===== src/design/brc_pkg.sv =====
// brc_pkg: shared types and constants of the byte recurrence checksum
`default_nettype none

package brc_pkg;

    // term and index types
    typedef logic [15:0] t_term;
    typedef logic [7:0]  t_index;

    // recurrence state carried from byte to byte
    typedef struct packed {
        t_term  prev;
        t_term  curr;
        t_index idx;
    } t_state;

    // recurrence constants
    localparam t_index A_STEP       = 8'd17;
    localparam t_index C_STEP       = 8'd31;
    localparam t_term  FIRST_OFFSET = 16'd7;
    localparam t_term  MOD_VAL      = 16'hFFFF;
    localparam t_term  RESET_TERM   = 16'd1;
    localparam t_index RESET_INDEX  = 8'd0;
    localparam t_index FIRST_INDEX  = 8'd1;

    // a negative difference wraps to one above its residue; adding
    // 256 * 65535 + 1 gives a positive value with that same residue
    localparam logic [25:0] WRAP_BIAS = 26'd16776961;

    // coefficient of the current term, index * 17 mod 256
    function automatic t_index coef_a(input t_index idx);
        t_index p;
        p = idx * A_STEP;
        return p;
    endfunction

    // coefficient of the previous term, index * 31 mod 256
    function automatic t_index coef_c(input t_index idx);
        t_index p;
        p = idx * C_STEP;
        return p;
    endfunction

endpackage

`default_nettype wire


===== src/design/brc_term.sv =====
// brc_term: combinational next-state logic of the recurrence for one byte
`default_nettype none

module brc_term (
    input  wire brc_pkg::t_state i_state,
    input  wire logic [7:0]      i_data_byte,
    input  wire logic            i_first,
    output brc_pkg::t_state      o_state
);

    brc_pkg::t_index ca;
    brc_pkg::t_index cc;
    logic [8:0]      factor;
    logic [24:0]     prod_p;
    logic [23:0]     prod_q;
    logic [25:0]     diff;
    logic [25:0]     biased;
    logic [24:0]     fold_in;
    logic [16:0]     fold_sum;
    brc_pkg::t_term  term;

    // coefficients from the byte index
    assign ca = brc_pkg::coef_a(i_state.idx);
    assign cc = brc_pkg::coef_c(i_state.idx);

    // the two products and their difference
    assign factor = {1'b0, i_data_byte} + {1'b0, ca};
    assign prod_p = 25'(factor) * 25'(i_state.curr);
    assign prod_q = 24'(cc) * 24'(i_state.prev);
    assign diff   = {1'b0, prod_p} - {2'b00, prod_q};

    // negative difference: shift into positive range, one above the residue
    assign biased  = diff + brc_pkg::WRAP_BIAS;
    assign fold_in = diff[25] ? biased[24:0] : diff[24:0];

    // end-around fold mod 65535, then one conditional subtract
    assign fold_sum = {8'd0, fold_in[24:16]} + {1'b0, fold_in[15:0]};
    always_comb begin
        if (fold_sum >= {1'b0, brc_pkg::MOD_VAL}) begin
            term = 16'(fold_sum - {1'b0, brc_pkg::MOD_VAL});
        end else begin
            term = fold_sum[15:0];
        end
    end

    // first byte restarts the message, otherwise the terms shift
    always_comb begin
        if (i_first) begin
            o_state.prev = brc_pkg::RESET_TERM;
            o_state.curr = {8'd0, i_data_byte} + brc_pkg::FIRST_OFFSET;
            o_state.idx  = brc_pkg::FIRST_INDEX;
        end else begin
            o_state.prev = i_state.curr;
            o_state.curr = term;
            o_state.idx  = i_state.idx + 8'd1;
        end
    end

endmodule

`default_nettype wire


===== src/design/byte_recurrence_checksum.sv =====
// byte_recurrence_checksum: top level with input register, state and result register
//
// Streams message bytes and folds each one into a second-order recurrence
// mod 65535; the byte flagged last returns the current term as the checksum.
// One byte is taken per clock while no last byte waits in the input
// register. A request sits in the input register while the recurrence
// for it is computed; the state takes the new terms when it moves on,
// and a last byte loads the result register that offers the checksum.
// The state update loop (two small multiplies and a mod 65535 fold) sets
// the rate of one byte per cycle. Bytes not flagged last never wait in the
// input register; a last byte waits there only while the previous
// checksum is still held on the output, and the input is stalled for that time.
`default_nettype none

module byte_recurrence_checksum (
    input  wire logic        i_clk,
    input  wire logic        i_rst_n,
    input  wire logic        i_valid,
    output logic             o_ready,
    input  wire logic [7:0]  i_data_byte,
    input  wire logic        i_first,
    input  wire logic        i_last,
    output logic             o_valid,
    input  wire logic        i_ready,
    output logic [15:0]      o_checksum
);

    logic            r_in_vld;
    logic [7:0]      r_in_byte;
    logic            r_in_first;
    logic            r_in_last;
    brc_pkg::t_state r_state;
    brc_pkg::t_state n_state;
    logic            r_out_vld;
    logic [15:0]     r_checksum;
    logic            advance;

    // the held request moves on unless it needs a busy output
    assign advance = r_in_vld && (!r_in_last || !r_out_vld || i_ready);
    assign o_ready = !r_in_vld || advance;

    // input register control
    always_ff @(posedge i_clk) begin
        if (!i_rst_n) begin
            r_in_vld <= 1'b0;
        end else if (o_ready) begin
            r_in_vld <= i_valid;
        end
    end

    // input register payload
    always_ff @(posedge i_clk) begin
        if (o_ready && i_valid) begin
            r_in_byte  <= i_data_byte;
            r_in_first <= i_first;
            r_in_last  <= i_last;
        end
    end

    // recurrence step
    brc_term u_brc_term (
        .i_state     (r_state),
        .i_data_byte (r_in_byte),
        .i_first     (r_in_first),
        .o_state     (n_state)
    );

    // recurrence state
    always_ff @(posedge i_clk) begin
        if (!i_rst_n) begin
            r_state.prev <= brc_pkg::RESET_TERM;
            r_state.curr <= brc_pkg::RESET_TERM;
            r_state.idx  <= brc_pkg::RESET_INDEX;
        end else if (advance) begin
            r_state <= n_state;
        end
    end

    // result register control
    always_ff @(posedge i_clk) begin
        if (!i_rst_n) begin
            r_out_vld <= 1'b0;
        end else if (advance && r_in_last) begin
            r_out_vld <= 1'b1;
        end else if (i_ready) begin
            r_out_vld <= 1'b0;
        end
    end

    // result register payload
    always_ff @(posedge i_clk) begin
        if (advance && r_in_last) begin
            r_checksum <= n_state.curr;
        end
    end

    assign o_valid    = r_out_vld;
    assign o_checksum = r_checksum;

endmodule

`default_nettype wire


===== config.mk =====
export PLATFORM = sky130hd
export DESIGN_NAME = byte_recurrence_checksum
export DESIGN_NICKNAME = d
export VERILOG_FILES = /design/src/design/brc_pkg.sv /design/src/design/brc_term.sv /design/src/design/byte_recurrence_checksum.sv
export SDC_FILE = /design/constraint.sdc
export NUM_CORES = 1
export LEC_CHECK = 0
export BUFFER_PORTS_ARGS = -buffer_cell sky130_fd_sc_hd__buf_2
export CAP_MARGIN = 25
export CORE_UTILIZATION = 56
export DETAILED_ROUTE_END_ITERATION = 6
export HOLD_SLACK_MARGIN = 0.03
export PLACE_DENSITY = 0.78
export REMOVE_ABC_BUFFERS = 1
export SYNTH_ARGS = -nofsm -noshare
export SYNTH_HDL_FRONTEND = slang
export SYNTH_SLANG_ARGS = --single-unit

===== constraint.sdc =====
create_clock -name i_clk -period 16.1 [get_ports i_clk]
set_input_delay 1.61 -clock i_clk [delete_from_list [all_inputs] [get_ports i_clk]]
set_output_delay 1.61 -clock i_clk [all_outputs]
set_load 0.03 [all_outputs]

==> summary.txt <==
Status
  • Status: completed

Run
  • Max_cap viols: 0

STA
  • Final hold violations: 0
  • Setup tns final: 0 ns
  • Worst-Margin Slew: 0.942 ns
  • Final Cycle Share: 85.7%
  • Slew margin rel.: 36.9%
  • Final min period: 13.79 ns
  • Unrepaired setup endpoints after global routing: false
  • Clock Skew: 0.00880 ns
  • Final setup vio count: 0
  • Slew Viols, Final: 0
  • Fmax achieved: 72.5 MHz

CTS
  • Worst-Skew Late Latency: 0.34 ns
  • Root Buffer: clkbuf_16
  • Post-CTS setup buffers: 0
  • CTS clock-pin slew for the worst setup and hold paths: 0.06 ns
  • H-tree level count: 3
  • TritonCTS clock tree: done
  • Hold_buf cts: 0
  • CTS Sinks: 68
  • Clk buf depth: 2
  • Resized cells post-CTS: 0
  • CTS Buf Count: 9

Worst setup path
  • CP Class: reg -> reg
  • CP Launch Type: flip-flop
  • Worst r2r path cells: 47
  • Setup crit end kind: flip-flop
  • Crit-path max FO: 19
  • Worst path required time: 16.17 ns
  • Crit-path slowest cell: a41oi_1
  • Crit path top cell by count: fa_1
  • CP peak stage delay: 0.66 ns
  • Worst reg-to-reg setup slack: 2.31 ns
  • Crit path arrival time: 13.87 ns

Layout
  • Nets: 1984
  • Commonest cells after routing, fill and taps aside: 297 x inv_1, 238 x fa_1, 232 x nand2_1
  • Number of diodes: 0
  • Final cell utilization of the core: 59.6%
  • Area grow syn2layout: 4.76%
  • Commonest non-fill, non-tap cell in the layout: inv_1
  • Fraction of layout cells with a size suffix above 1: 6.29%
  • Design Area, Final: 15000 sq um

Place
  • GPL Wtd Cong: 0.899
  • PortBufs: 31
  • Post-place instance area: 14700 sq um
  • DP Wirelength: 28400 um

Synthesis
  • Distinct cells, synth: 93
  • Synth Flop Type: dfxtp_1
  • Ys async rst share: 0%
  • Yosys reg bits: 68
  • Synth area leaders: fa_1 33%, ha_1 10%, inv_1 7.8%
  • Post-synth EDFFs: 26
  • Post-synthesis cell count: 1624
  • Synth top area share: 33.4%
  • Mean Syn Cell Area: 8.79 sq um
  • Sequential element share of the synthesized area: 11.4%
  • Cell Area, Synth: 14300 sq um
  • Ys Warns: 0
  • Synth area leader: fa_1

Drt
  • Drt wl/cell: 18.1 um
  • DRT iter0 DRCs: 824
  • DRT Pass-1 Iters: 7
  • Post-DRT Antenna Nets: 0
  • DRT Wirelength: 35400 um
  • Vias/cell: 5.83
  • DRC errors left: 0
  • Vias: 11400

GRT
  • Initial antenna violation count: 0
  • Global-route wire length before repair: 59200 um
  • Largest net degree at the start of global routing: 31
  • GR Util All Layers: 28.9%
  • Vias in the first global route: 11500
  • GR Overflow Total: 0

Die
  • I/O pins: 32
  • Core footprint: 25100 sq um
  • DIE HEIGHT: 162 um
  • Die Wd: 162 um
  • Initial core utilization: 56.9%
  • Die ar.: 26100 sq um
  • Row cnt: 58

Worst hold path
  • Worst hold path stage count: 2
  • Hold Crit Class: reg -> reg
-- final timing paths --
path                            from                 endpoint
min            r_in_vld$_SDFFE_PN0N_    r_in_vld$_SDFFE_PN0N_
max          r_state[0]$_SDFFE_PN0P_  o_checksum[4]$_DFFE_PP_
min reg2reg    r_in_vld$_SDFFE_PN0N_    r_in_vld$_SDFFE_PN0N_
max reg2reg  r_state[0]$_SDFFE_PN0P_  o_checksum[4]$_DFFE_PP_
-- cell type report --
cell class,count,area (sq um)
multi-input cells,1196,11300
clock inverters,4,25.0
inverters,297,1110
repair buffers,44,253
flip-flops and latches,68,1620
fillers,2180,10100
well taps,330,413
clock buffers,12,246
-- metrics by stage --
step	cells	hold slack, ns	worst slack (ns)
after floorplan	1561	0.497	3.26
after global placement	1935	0.545	2.69
after detailed placement	1935	0.565	2.45
after CTS	1951	0.576	2.42
after global routing	1951	0.619	1.68
final	1951	0.571	2.31
-- routing by layer --
| metal | vias to the layer above | part of all wire [%] | track usage, % |
|---|---|---|---|
| met5 | - | 0 | 0 |
| met4 | 0 | 3.2 | 10.2 |
| met3 | 90 | 7.1 | 2.99 |
| met2 | 474 | 50 | 49.0 |
| met1 | 5691 | 40 | 38.6 |
| li1 | 5114 | - | - |
-- state kept, by name (all words and copies together) (netlist names) --
register	cells
r_in_vld	1
r_in_byte	8
o_checksum	16
r_in_last	1
r_in_first	1
r_state	40
o_valid	1
-- cell families after synthesis --
logic type               synth area share (%)
AND/OR/NAND/NOR                          18.8
buffers and inverters                    9.61
adder cells (fa/ha/maj)                  43.5
AO/OA/AOI/OAI                            11.0
XOR/XNOR                                 5.42
flip-flops                               11.4
multiplexers                            0.289
-- worst max-delay path: cells and delay by family (launching register included) --
kind | cells | cell delay [ns]
flip-flops | 1 | 0.37
adder cells (fa/ha/maj) | 12 | 5.91
AO/OA/AOI/OAI | 19 | 4.19
XOR/XNOR | 2 | 0.28
AND/OR/NAND/NOR | 8 | 2.08
buffers and inverters | 6 | 0.69
-- cells in the mapped netlist, types with 16 or more instances --
library cell / n
a21oi_1: 54
and2_1: 128
clkbuf_1: 48
dfxtp_1: 42
edfxtp_1: 26
fa_1: 238
ha_1: 116
inv_1: 297
nand2_1: 232
nand3_1: 25
nor2_1: 55
nor2b_1: 19
nor3_1: 16
o21ai_0: 30
xnor2_1: 55
xor2_1: 26
Power is not shown: default switching activity piles up to over one toggle a cycle in this logic, so the estimate is an artifact.
